`config.mk`:
```
export PLATFORM = sky130hd
export DESIGN_NAME = ffra_ctrl
export DESIGN_NICKNAME = d
export VERILOG_FILES = /design/src/rtl/ffra_pkg.sv /design/src/rtl/ffra_ctrl.sv
export SDC_FILE = /design/constraint.sdc
export NUM_CORES = 1
export LEC_CHECK = 0
export ABC_AREA = 1
export BUFFER_PORTS_ARGS = -buffer_cell sky130_fd_sc_hd__buf_4
export CORE_MARGIN = 4
export CORE_UTILIZATION = 45
export CTS_CLUSTER_SIZE = 24
export DETAILED_ROUTE_END_ITERATION = 7
export GPL_TIMING_DRIVEN = 0
export PLACE_DENSITY = 0.72
export SLEW_MARGIN = 10
export SYNTH_ARGS = -nofsm -noshare
export SYNTH_HDL_FRONTEND = slang
export SYNTH_SLANG_ARGS = --single-unit
```
`constraint.sdc`:
```
create_clock -name clk -period 2 [get_ports clk]
set_clock_uncertainty 0.15 [all_clocks]
set_input_delay 0.4 -clock clk [delete_from_list [all_inputs] [get_ports clk]]
set_output_delay 0.4 -clock clk [all_outputs]
set_load 0.05 [all_outputs]
```
`src/rtl/ffra_pkg.sv`:
```
`timescale 1ns / 1ps
package ffra_pkg;

  localparam int HEAP_W  = 40;
  localparam int GRAN_W  = 21;
  localparam int ALIGN_W = 31;
  localparam int STAT_W  = 2;
  localparam int LIVE_W  = 7;
  localparam int FREE_W  = 41;

  localparam logic [HEAP_W-1:0] HEAP_RESET = 40'd268435456;
  localparam logic [GRAN_W-1:0] GRAN_RESET = 21'd1;
  localparam logic [FREE_W-1:0] FREE_RESET = 41'd268435456;
  localparam logic [FREE_W-1:0] FREE_MAX   = '1;
  localparam logic [HEAP_W-1:0] OUT_MAX    = '1;

  localparam logic CFG_HEAP_SIZE = 1'b0;
  localparam logic CFG_TYPE_GRAN = 1'b1;

  localparam logic [STAT_W-1:0] ST_OK        = 2'd0;
  localparam logic [STAT_W-1:0] ST_NO_SPACE  = 2'd1;
  localparam logic [STAT_W-1:0] ST_FULL      = 2'd2;
  localparam logic [STAT_W-1:0] ST_NOT_FOUND = 2'd3;

  localparam logic CMD_ALLOC = 1'b0;
  localparam logic CMD_FREE  = 1'b1;

  typedef enum logic [4:0] {
    OP_NONE,
    OP_LOAD,
    OP_FSCAN_RD,
    OP_FSCAN_NEXT,
    OP_FREE_HIT,
    OP_SD_RD,
    OP_SD_WR,
    OP_FREE_DONE,
    OP_FAIL_SPACE,
    OP_FAIL_FULL,
    OP_FAIL_NF,
    OP_EMPTY,
    OP_LAST_RD,
    OP_PE_LD,
    OP_BE,
    OP_G_RD0,
    OP_G_NEXT,
    OP_INS_START,
    OP_SU_RD,
    OP_SU_WR,
    OP_INS_DONE,
    OP_PUBLISH
  } dp_op_t;

  typedef struct packed {
    dp_op_t op;
  } ffra_cmd_t;

  typedef struct packed {
    logic cnt_zero;
    logic cnt_full;
    logic cnt_ge2;
    logic size_ok;
    logic fscan_end;
    logic hit_ge;
    logic hit_eq;
    logic fit;
    logic pair_end;
    logic sd_end;
    logic su_end;
  } ffra_sts_t;

  // Round down to a power of two; zero counts as one.
  function automatic logic [ALIGN_W-1:0] pow2_floor(input logic [ALIGN_W-1:0] v);
    logic [ALIGN_W-1:0] p;
    p = ALIGN_W'(1);
    for (int k = 0; k < ALIGN_W; k++) begin
      if (v[k]) p = ALIGN_W'(1) << k;
    end
    return p;
  endfunction

endpackage

```
`src/rtl/ffra_ctrl.sv`:
```
`timescale 1ns / 1ps
module ffra_ctrl import ffra_pkg::*; (
  input  logic      clk,
  input  logic      rst_n,
  input  logic      in_valid,
  input  logic      in_cmd,
  input  logic      out_ready,
  input  ffra_sts_t sts,
  output logic      in_ready,
  output logic      out_valid,
  output ffra_cmd_t cmd
);

  typedef enum logic [3:0] {
    S_IDLE, S_A_START, S_A_LD, S_A_BE, S_A_CHK, S_G_LD0, S_G_BE, S_G_CHK,
    S_SU_CHK, S_SU_WR, S_F_RD, S_F_CHK, S_SD_CHK, S_SD_WR, S_FINISH
  } state_t;

  state_t state_r, state_nxt;
  logic   out_valid_r;

  always_comb begin
    state_nxt = state_r;
    cmd.op    = OP_NONE;
    unique case (state_r)
      S_IDLE: begin
        if (in_valid) begin
          cmd.op    = OP_LOAD;
          state_nxt = (in_cmd == CMD_FREE) ? S_F_RD : S_A_START;
        end
      end
      S_A_START: begin
        if (sts.cnt_full) begin
          cmd.op = OP_FAIL_FULL;
          state_nxt = S_FINISH;
        end else if (sts.cnt_zero) begin
          cmd.op    = sts.size_ok ? OP_EMPTY : OP_FAIL_SPACE;
          state_nxt = sts.size_ok ? S_SU_CHK : S_FINISH;
        end else begin
          cmd.op = OP_LAST_RD;
          state_nxt = S_A_LD;
        end
      end
      S_A_LD: begin
        cmd.op = OP_PE_LD;
        state_nxt = S_A_BE;
      end
      S_A_BE: begin
        cmd.op = OP_BE;
        state_nxt = S_A_CHK;
      end
      S_A_CHK: begin
        if (sts.fit) begin
          cmd.op = OP_INS_START;
          state_nxt = S_SU_CHK;
        end else if (sts.cnt_ge2) begin
          cmd.op = OP_G_RD0;
          state_nxt = S_G_LD0;
        end else begin
          cmd.op = OP_FAIL_SPACE;
          state_nxt = S_FINISH;
        end
      end
      S_G_LD0: begin
        cmd.op = OP_PE_LD;
        state_nxt = S_G_BE;
      end
      S_G_BE: begin
        cmd.op = OP_BE;
        state_nxt = S_G_CHK;
      end
      S_G_CHK: begin
        if (sts.fit) begin
          cmd.op = OP_INS_START;
          state_nxt = S_SU_CHK;
        end else if (sts.pair_end) begin
          cmd.op = OP_FAIL_SPACE;
          state_nxt = S_FINISH;
        end else begin
          cmd.op = OP_G_NEXT;
          state_nxt = S_G_BE;
        end
      end
      S_SU_CHK: begin
        if (sts.su_end) begin
          cmd.op = OP_INS_DONE;
          state_nxt = S_FINISH;
        end else begin
          cmd.op = OP_SU_RD;
          state_nxt = S_SU_WR;
        end
      end
      S_SU_WR: begin
        cmd.op = OP_SU_WR;
        state_nxt = S_SU_CHK;
      end
      S_F_RD: begin
        if (sts.fscan_end) begin
          cmd.op = OP_FAIL_NF;
          state_nxt = S_FINISH;
        end else begin
          cmd.op = OP_FSCAN_RD;
          state_nxt = S_F_CHK;
        end
      end
      S_F_CHK: begin
        if (sts.hit_ge) begin
          cmd.op    = sts.hit_eq ? OP_FREE_HIT : OP_FAIL_NF;
          state_nxt = sts.hit_eq ? S_SD_CHK : S_FINISH;
        end else begin
          cmd.op = OP_FSCAN_NEXT;
          state_nxt = S_F_RD;
        end
      end
      S_SD_CHK: begin
        if (sts.sd_end) begin
          cmd.op = OP_FREE_DONE;
          state_nxt = S_FINISH;
        end else begin
          cmd.op = OP_SD_RD;
          state_nxt = S_SD_WR;
        end
      end
      S_SD_WR: begin
        cmd.op = OP_SD_WR;
        state_nxt = S_SD_CHK;
      end
      S_FINISH: begin
        if (!out_valid_r || out_ready) begin
          cmd.op = OP_PUBLISH;
          state_nxt = S_IDLE;
        end
      end
      default: state_nxt = S_IDLE;
    endcase
  end

  always_ff @(posedge clk) begin
    if (!rst_n) begin
      state_r     <= S_IDLE;
      out_valid_r <= 1'b0;
    end else begin
      state_r <= state_nxt;
      if (cmd.op == OP_PUBLISH) begin
        out_valid_r <= 1'b1;
      end else if (out_ready) begin
        out_valid_r <= 1'b0;
      end
    end
  end

  assign in_ready  = (state_r == S_IDLE);
  assign out_valid = out_valid_r;

endmodule

```
# Word level (Yosys, flattened, before mapping)
# Index checks and enable logic that the tools add are counted.
dict set report totals {
  out_inout_bits 7
  wordCells 59
  latch_bits 0
  ram_bits 0
  mem_count 0
  ff_bits 5
  rom_bits 0
}
dict set report classes {
  n_bitwise 0
  n_div 0
  reduce_logical 7
  n_lt_le_gt_ge 0
  addsub 0
  n_eq_ne 17
  n_mul 0
  muxes 33
  shifts 0
}
# cell n
set op_table {}
lappend op_table {{$pmux W5 S13} 1}
lappend op_table {{$pmux W4 S15} 1}
lappend op_table {{$mux W4} 12}
lappend op_table {{$eq A4 B4 Y1 const B} 7}
lappend op_table {{$mux W3} 8}
lappend op_table {{$mux W5} 4}
lappend op_table {{$eq A4 B3 Y1 const B} 4}
lappend op_table {{$eq A4 B2 Y1 const B} 2}
lappend op_table {{$mux W2} 4}
lappend op_table {{$eq A5 B5 Y1 const B} 1}
lappend op_table {{$eq A4 B1 Y1 const B} 1}
lappend op_table {{$logic_not A4 Y1} 1}
lappend op_table {{$ne A2 B2 Y1 const B} 2}
lappend op_table {{$reduce_or A2 Y1} 2}
lappend op_table {{$mux W1} 3}
lappend op_table {{$reduce_and A2 Y1} 1}
lappend op_table {{$reduce_bool A2 Y1} 1}
lappend op_table {{$logic_not A1 Y1} 1}
lappend op_table {{$logic_or A1 B1 Y1} 1}

# Longest topological paths before layout
# Gate-level depths: netlist of the first run.
dict set report logic_depth {
  ltp_word 6
  mapped_depth 9
}

# Least setup slack after synthesis of the first run
# No wires, ideal clock.
dict set report synth_path {
  kind {register -> output}
  start {register state_r[1]}
  end {output port cmd[1] (netlist name)}
  setup_slack_ns -0.111
  stages_incl_launch_ff 6
  n_path_buf 0
  t_required_ns 1.450
  arrival_ns 1.561
  path_cell_list {dfxtp_1 -> inv_1 -> nand2_1 -> nor2_2 -> inv_1 -> o211ai_1}
}
# element line
set synth_lines {}
lappend synth_lines {{from (decl)} ffra_ctrl.sv:19} ;# state_t state_r, state_nxt;
lappend synth_lines {{from (signal assigned)} ffra_ctrl.sv:143} ;# state_r <= state_nxt;
lappend synth_lines {{to (decl)} ffra_ctrl.sv:11} ;# output ffra_cmd_t cmd

==> results of run 1 <==
[worst register-to-register path, delay by kind of cell, from the launching register on]
family | cells | cell delay [ns]
flip-flops | 1 | 0.38
AO/OA/AOI/OAI | 1 | 0.10
buffers and inverters | 2 | 0.26
AND/OR/NAND/NOR | 6 | 0.47
[worst paths after layout]
kind                            slack [ns]       start         end
worst max-delay path                 -0.04  state_r[3]      cmd[1]
worst min register to register        0.40   out_valid   out_valid
worst min-delay path                  0.21       rst_n  state_r[2]
worst max register to register        0.56  state_r[3]  state_r[1]
[metrics by stage]
stage | instances | power [mW] | util [%]
6_report | 183 | 1.86 | 72.8
5_1_grt | 183 | 1.99 | 72.8
4_1_cts | 182 | 1.77 | 70.5
3_5_place_dp | 171 | 1.44 | 60.5
3_3_place_gp | 171 | 1.44 | 60.5
2_1_floorplan | 133 | 1.12 | -
[what timing repair did]
action,CTS,global route
pin swaps,4,3
resized for setup,26,10
buffers inserted,7,1
hold buffers,0,0
setup endpoints to repair,5,5
[power groups by stage]
stage	Clock, mW	Combinational, mW	Sequential (mW)
after floorplan	0	0.922	0.198
after global placement	0	1.23	0.208
after detailed placement	0	1.23	0.208
after CTS	0.120	1.41	0.234
after global routing	0.131	1.60	0.250
final	0.115	1.50	0.245
[synth_stat cells, types with 3 or more instances]
library cell  count
o21ai_0           8
nor2_4            3
inv_1            15
inv_2             3
nand3_1          17
nand2_1          42
dfxtp_1           5
nor2_1           17
a21oi_1           4
nor2_2            4
nand4_1           3
[flip-flops by register name, summed over array words and instances, names as in the netlist]
register / count
state_r: 4
out_valid: 1
[layout make-up]
cell class	count	share of cell area [%]
Multi-Input combinational cell	110	55.8
Tap cell	16	1.82
Inverter	18	7.30
Clock buffer	4	2.39
Sequential cell	5	10.5
Timing Repair Buffer	30	22.2
[per-layer routing]
metal / up-vias / global-route usage, % / share of wire, %
met5: - / 0 / 0
met4: 0 / 6.45 / 2.6
met3: 10 / 3.38 / 8.5
met2: 59 / 39.6 / 48
met1: 422 / 32.4 / 41
li1: 513 / - / -
[logic make-up after synthesis]
logic type             synth area share (%)
and+or+nand+nor                        60.8
AOI/OAI and AO/OA                      15.5
buffers and inverters                  9.52
DFF                                    14.1
==> metrics.txt, run 1 <==
DRT Wirelength 2.51 mm; critical-path cell list inv_6 > nand2_4 > nor2_4 > nand3_2 > nand2_2 > nor2_2 > o211ai_1 > buf_4; cells taking the most area after synthesis nand2_1 22%, dfxtp_1 14%, nand3_1 12%; die area 2280 um^2; DR WL/cell 13.7 um; I/O pins 23; VDD IR-drop max 1.20 mV; crit path buf inv count 2; Crit Path Class reg -> out; Global Route Usage Sum 24.0%; DP HPWL 1.86 mm; Post-synth EDFFs 0; Post-Syn Area 709 um^2; Synth area leader nand2_1; share of the synthesized area in the top cell type 22.2%; Crit path depth 8; share of cells above drive strength 1 43.1%; P_int 0.768 mW; pre-CTS setup slack 0.00831 ns; Cell Pwr Density 1700 nW/um^2; # fillers 127; antenna diode count 0; Die X 47.7 um; commonest non-fill, non-tap cell in the layout nand2_1; clk sinks 5; maxcap violations 0; Register Area 115 um^2; status finished with violations; gr ovfl total 0; Unique masters post-synth 23; post-route ant nets 0; final hold vios 0; most frequent cells in the layout 34 x nand2_1, 25 x buf_4, 14 x nor2_1, 14 x nand3_1, 11 x inv_1; Final min period 2.04 ns; Worst R2R Path Depth 9; clk buf depth 2; synthesized area per cell 5.33 um^2; warnings from Yosys 0; crit path max fanout 7; number of global-route vias before repair 882; Nets 184; Site Rows 14; Combinational Power Share 80.6%; Core Region 1510 um^2; critical path's top delay family simple AND/OR/NAND/NOR gates; Critical Path Sink Type output pin; FF+latch count, synth 5; DRC errors left 0; first-pass GRT wire length 3.88 mm; PortBufs 22; Critical Path Max Stage Delay 0.38 ns; syn_nets 149; Die H 47.7 um; clock root cell clkbuf_4; Initial Util 47.1%; Fin Hold WS 0.210 ns; violated checks negative setup slack; Startpoint Class register; Critical Path RT 1.45 ns; cell at the slowest stage of the critical path dfxtp_4; switch share 58.7%; largest net degree at the start of global routing 8; LEAKAGE 0.555 nW; RSZ-0062 raised after global routing true; TritonCTS buffer count 3; vias post-DR 1004; Worst-Skew Late Latency 0.24 ns; Slew Limit Fails 0; H-Tree Depth 1; hold path cells 3; dominant synthesized flop cell dfxtp_1; Reg clk slew, reported paths 0.04 ns; clock network fraction of total power 6.2%; Synth-to-Final Area Change 54.7%; sequential fraction of the synthesis area 14.1%; multi-input combinational cell area 612 um^2; Rel. slew slack 85.1%; Tcrit/Tclk final 102%; switching power 1.09 mW; DRT Pass-1 Iters 4; TNS Setup -0.0600 ns; Worst Hold Class in -> reg; initial antenna violation count 0; final worst slack -0.0379 ns; CTS tree built; Starting DRT DRC Count 46; Slew @ Worst Pin 0.221 ns; critical path arrival 1.49 ns; Post-Syn Instances 133; final setup fails 2; post-route cell area 1100 um^2; GP Congestion 0.910; Via density 5.49; Peak Freq 0.491 GHz; placed cell area 912 um^2; Async SR Flop Fraction 0%; sequential power share 13.2%
Power figures use the tool's default switching activity.
==> inputs of run 2 (changes only) <==
Settings changed: CTS_BUF_LIST set to sky130_fd_sc_hd__clkbuf_8.
==> run 2 against run 1 <==
Effect of this change: the run still ends with negative setup slack left; sequential power down 3%; global-route usage unchanged; critical path depth unchanged; sequential share of layout area up 0.23 points; core utilization down 1.6 points; via count down 1.3%; final cell count down 1.6%.
==> metrics.txt, run 2 (synthesis results as in run 1) <==
switching power 1.07 mW (-2.5%); Tcrit/Tclk final 101% (-0.64 points); Peak Freq 0.494 GHz (+0.64%); DRT Pass-1 Iters 4 (unchanged); antenna diode count 0 (unchanged); P_int 0.775 mW (+1.0%); critical path arrival 1.48 ns (about the same); Synth-to-Final Area Change 51.3%; switch share 57.9% (-0.87 points); VDD IR-drop max 1.05 mV (-12%); Final Core Density 71.3% (-1.6 points); Die H 47.7 um (unchanged); clk sinks 5 (unchanged); fin cells 180 (-1.6%); DRC errors left 0 (unchanged); max reg flops 4 (unchanged); final worst slack -0.0250 ns (+0.0129 ns); Initial Util 47.1% (unchanged); Worst R2R Path Depth 9 (unchanged); Rel. slew slack 84.3% (-0.81 points); Die X 47.7 um (unchanged); Critical Path RT 1.45 ns (about the same); Nets 181 (-1.6%); number of global-route vias before repair 895 (+1.5%); pre-CTS setup slack 0.00831 ns (unchanged); Reg clk slew, reported paths 0.03 ns (about the same); largest net degree at the start of global routing 8 (unchanged); clock root cell clkbuf_8; violated checks negative setup slack; die area 2280 um^2 (unchanged); gr ovfl total 0 (unchanged); clock network fraction of total power 9.6% (+3.4 points); Via density 5.51 (+0.35%); PortBufs 22 (unchanged); Worst-Skew Late Latency 0.22 ns (-0.02 ns); Post-CTS Hold Buffers 0 (unchanged); Crit path depth 8 (unchanged); crit path buf inv count 2 (unchanged); initial antenna violation count 0 (unchanged); final setup fails 2 (unchanged); Site Rows 14 (unchanged); Critical Path Sink Type output pin; commonest non-fill, non-tap cell in the layout nand2_1; Fin Hold WS 0.234 ns (+0.0239 ns); Slew Limit Fails 0 (unchanged); Startpoint Class register; DP Cell Count 171 (unchanged); critical-path cell list nor2_4 > inv_2 > nor2_4 > nand3_2 > nand2_1 > nor2_1 > o211ai_1 > buf_4; Crit Path Class reg -> out; FF-to-FF End state_r[1]; Slew @ Worst Pin 0.234 ns (+0.0129 ns); Starting DRT DRC Count 56 (+22%); DRT Wirelength 2.37 mm (-5.6%); sequential power share 12.9% (-0.3 points); end of the critical path cmd[1]; maxcap violations 0 (unchanged); Combinational Power Share 77.4% (-3.2 points); Critical Path Max Stage Delay 0.36 ns (-0.02 ns); GP Congestion 0.910 (unchanged); DP HPWL 1.86 mm (unchanged); RSZ-0062 raised after global routing true; Worst path most repeated cell nor2_4; CTS tree built; Final min period 2.03 ns (-0.0129 ns); H-Tree Depth 1 (unchanged); vias post-DR 991 (-1.3%); Cell Pwr Density 1710 nW/um^2 (+1.1%); critical path's top delay family simple AND/OR/NAND/NOR gates; # fillers 133 (+4.7%); first-pass GRT wire length 3.82 mm (-1.8%); Reg-to-Reg Start state_r[3]; Core Region 1510 um^2 (unchanged); TNS Setup -0.0314 ns (+0.0287 ns); LEAKAGE 0.551 nW (-0.73%); status finished with violations; I/O pins 23 (unchanged); TritonCTS buffer count 3 (unchanged); register name with the most flops state_r; crit path from state_r[1]; reg2reg setup slack 0.56 ns (about the same); Global Route Usage Sum 24.0% (unchanged); cell at the slowest stage of the critical path dfxtp_4; crit path max fanout 5 (-2); most frequent cells in the layout 36 x nand2_1, 24 x buf_4, 15 x nor2_1, 14 x nand3_1, 13 x inv_1; post-route ant nets 0 (unchanged); share of cells above drive strength 1 39.6% (-3.5 points); clk buf depth 2 (unchanged); Worst Hold Class in -> reg; final hold vios 0 (unchanged); DR WL/cell 13.2 um (-4.0%)
## run 2: cell count changes in the layout (fill, tap and decap cells not counted), sizes merged
cell    change
buf         -3
clkbuf      -1
inv         +1
## run 2: what timing repair did
item / CTS / global route
buffers inserted: 4 / 1
setup endpoints to repair: 5 / 5
endpoints found under the hold margin: 0 / 0
pin swaps: 3 / 8
resized for setup: 19 / 9
## run 2: per-layer routing
| layer | GRT usage (%) | wire length [um] |
|---|---|---|
| met5 | 0 | 0 |
| met4 | 16.7 | 102 |
| met3 | 3.01 | 160 |
| met2 | 36.4 | 1100 |
| met1 | 31.1 | 1010 |
## run 2: worst min path at each step
stage	from	to	depth (start not counted)
global placement	out_valid	out_valid	2
global route	rst_n	state_r[2]	3
finish	rst_n	state_r[2]	3
detailed placement	out_valid	out_valid	2
CTS	rst_n	state_r[2]	3
floorplan	rst_n	state_r[2]	2
## run 2: area by class of cell
class / count / area, um^2 / area share [%]
clock buffer: 3 / 41.3 / 3.85
sequential: 5 / 115 / 10.7
tap: 16 / 20.0 / 1.86
multi-input combinational: 110 / 604 / 56.3
timing repair buffer: 27 / 214 / 19.9
inverter: 18 / 75.1 / 6.99
clock inverter: 1 / 3.75 / 0.350
## run 2: metrics by stage
stage | total power, mW | cell area, um^2
after global placement | 1.44 | 912
after CTS | 1.78 | 1040
final | 1.84 | 1070
after floorplan | 1.12 | 727
after detailed placement | 1.44 | 912
after global routing | 1.97 | 1070
## run 2: worst min-delay path: cells and delay by family
| kind | cells | cell delay [ns] |
|---|---|---|
| buffers and inverters | 2 | 0.13 |
| and+or+nand+nor | 1 | 0.05 |
## run 2: power by group through the flow
| stage | Sequential [mW] | Clock, mW | Combinational (mW) |
|---|---|---|---|
| after floorplan | 0.198 | 0 | 0.922 |
| after global placement | 0.208 | 0 | 1.23 |
| after detailed placement | 0.208 | 0 | 1.23 |
| after CTS | 0.225 | 0.184 | 1.37 |
| after global routing | 0.243 | 0.193 | 1.53 |
| final | 0.238 | 0.178 | 1.43 |
==> inputs of run 3 (changes only) <==
Settings changed: SKIP_LAST_GASP set to 1.
==> run 3 against run 2 <==
Effect of this change: the flow still finishes with violations (negative setup slack); worst hold slack hardly changed; flip-flop and latch count is the same; clock power about the same; critical path depth stayed put; non-clock buffer count is the same; via count down 1.0%; setup slack gained 0.0041 ns; sequential power hardly changed; clock-buffer cell count unchanged; total power shrank 0.38%; core utilization down 0.17 points; critical endpoint unchanged.
==> metrics.txt, run 3 (synthesis results as in run 1) <==
status finished with violations; violated checks negative setup slack; first-pass GRT wire length 3.82 mm (unchanged); LEAKAGE 0.553 nW (+0.23%); die area 2280 um^2 (unchanged); Core Region 1510 um^2 (unchanged); clk buf depth 2 (unchanged); Critical Path RT 1.45 ns (about the same); share of cells above drive strength 1 39.6% (unchanged); Slew Limit Fails 0 (unchanged); Reg clk slew, reported paths 0.03 ns (about the same); Synth-to-Final Area Change 51.0%; vias post-DR 981 (-1.0%); FF-to-FF End state_r[1]; I/O pins 23 (unchanged); DR WL/cell 13.1 um (-0.59%); Overall Power 1.83 mW (-0.38%); gr ovfl total 0 (unchanged); critical path arrival 1.47 ns (about the same); Worst Hold Class in -> reg; Initial Util 47.1% (unchanged); Tcrit/Tclk final 101% (-0.21 points); max reg flops 4 (unchanged); Die X 47.7 um (unchanged); reg2reg setup slack 0.56 ns (about the same); Crit Path Class reg -> out; commonest non-fill, non-tap cell in the layout nand2_1; final worst slack -0.0209 ns (+0.00411 ns); final setup fails 2 (unchanged); number of global-route vias before repair 895 (unchanged); Cell Pwr Density 1710 nW/um^2 (-0.15%); TritonCTS buffer count 3 (unchanged); DP Cell Count 171 (unchanged); Global Route Usage Sum 24.0% (unchanged); DRT Wirelength 2.35 mm (-0.59%); hold path cells 3 (unchanged); largest net degree at the start of global routing 8 (unchanged); most frequent cells in the layout 36 x nand2_1, 24 x buf_4, 15 x nor2_1, 14 x nand3_1, 13 x inv_1; RSZ-0062 raised after global routing true; VDD IR-drop max 1.05 mV (-0.37%); Critical Path Sink Type output pin; clk sinks 5 (unchanged); initial antenna violation count 0 (unchanged); maxcap violations 0 (unchanged); DP HPWL 1.86 mm (unchanged); Nets 181 (unchanged); Rel. slew slack 84.3% (about the same); Worst-Skew Late Latency 0.22 ns (about the same); CTS tree built; TNS Setup -0.0225 ns (+0.00882 ns); crit path max fanout 5 (unchanged); Starting DRT DRC Count 52 (-7.1%); Peak Freq 0.495 GHz (+0.20%); Final Core Density 71.1% (-0.17 points); Site Rows 14 (unchanged); register name with the most flops state_r; Slew @ Worst Pin 0.234 ns (+0.000199 ns); H-Tree Depth 1 (unchanged); Final min period 2.02 ns (-0.00411 ns); Reg-to-Reg Start state_r[3]; PortBufs 22 (unchanged); DRC errors left 0 (unchanged); fin cells 180 (unchanged); post-route ant nets 0 (unchanged); DRT Pass-1 Iters 4 (unchanged); hold path startpoint rst_n; clock root cell clkbuf_8; Via density 5.45 (-1.0%); Startpoint Class register; Die H 47.7 um (unchanged); GP Congestion 0.910 (unchanged); hold path endpoint state_r[2]; Worst R2R Path Depth 9 (unchanged); # fillers 133 (unchanged); antenna diode count 0 (unchanged); Post-CTS Hold Buffers 0 (unchanged); final hold vios 0 (unchanged)
==> run 3: metrics by stage <==
stage | cell area (um^2) | hold slack, ns | worst slack, ns
after global routing | 1070 | 0.266 | -0.0955
after floorplan | 727 | 0.348 | -0.0240
final | 1070 | 0.234 | -0.0209
after detailed placement | 912 | 0.371 | 0.00831
after CTS | 1040 | 0.229 | -0.00810
after global placement | 912 | 0.364 | 0.00345
==> run 3: power by group <==
| part | leakage, nW | total (mW) | internal [mW] | switching [mW] |
|---|---|---|---|---|
| combinational | 0.482 | 1.42 | 0.486 | 0.932 |
| sequential | 0.0437 | 0.238 | 0.154 | 0.0835 |
| clock | 0.0269 | 0.178 | 0.131 | 0.0463 |
==> run 3: per-layer routing <==
layer  GRT usage (%)  part of all wire (%)
met2            36.4                    47
met3            3.01                   6.4
met4            16.7                   4.0
met5               0                     0
met1            31.1                    42
==> run 3: layout make-up <==
cell class,instances,area (um^2),share of cell area [%]
Multi-Input combinational cell,110,604,56.4
Timing Repair Buffer,27,214,20.0
Sequential cell,5,115,10.7
Inverter,18,72.6,6.78
Clock buffer,3,41.3,3.86
Tap cell,16,20.0,1.87
Clock inverter,1,3.75,0.350
==> run 3: timing repair <==
action,CTS,global route
pin swaps,3,7
gates resized for setup,19,8
setup endpoints to repair,5,5
buffers inserted,4,1
==> run 3: worst max-delay path: stages (launching register included) <==
cell      delay, ns
dfxtp_4        0.36
nor2_4         0.13
inv_2          0.05
nor2_4         0.16
nand3_2        0.12
nand2_1        0.08
nor2_1         0.05
o211ai_1       0.08
buf_4          0.22
==> run 3: worst max-delay path by stage <==
stage                from  endpoint  slack, ns  cells past startpoint
5_1_grt        state_r[1]    cmd[1]       -0.1                      8
4_1_cts        state_r[0]    cmd[1]     -0.008                      8
3_5_place_dp   state_r[1]    cmd[1]      0.008                      8
6_report       state_r[1]    cmd[1]      -0.02                      8
2_1_floorplan  state_r[3]    cmd[0]      -0.02                      5
3_3_place_gp   state_r[1]    cmd[1]      0.003                      8
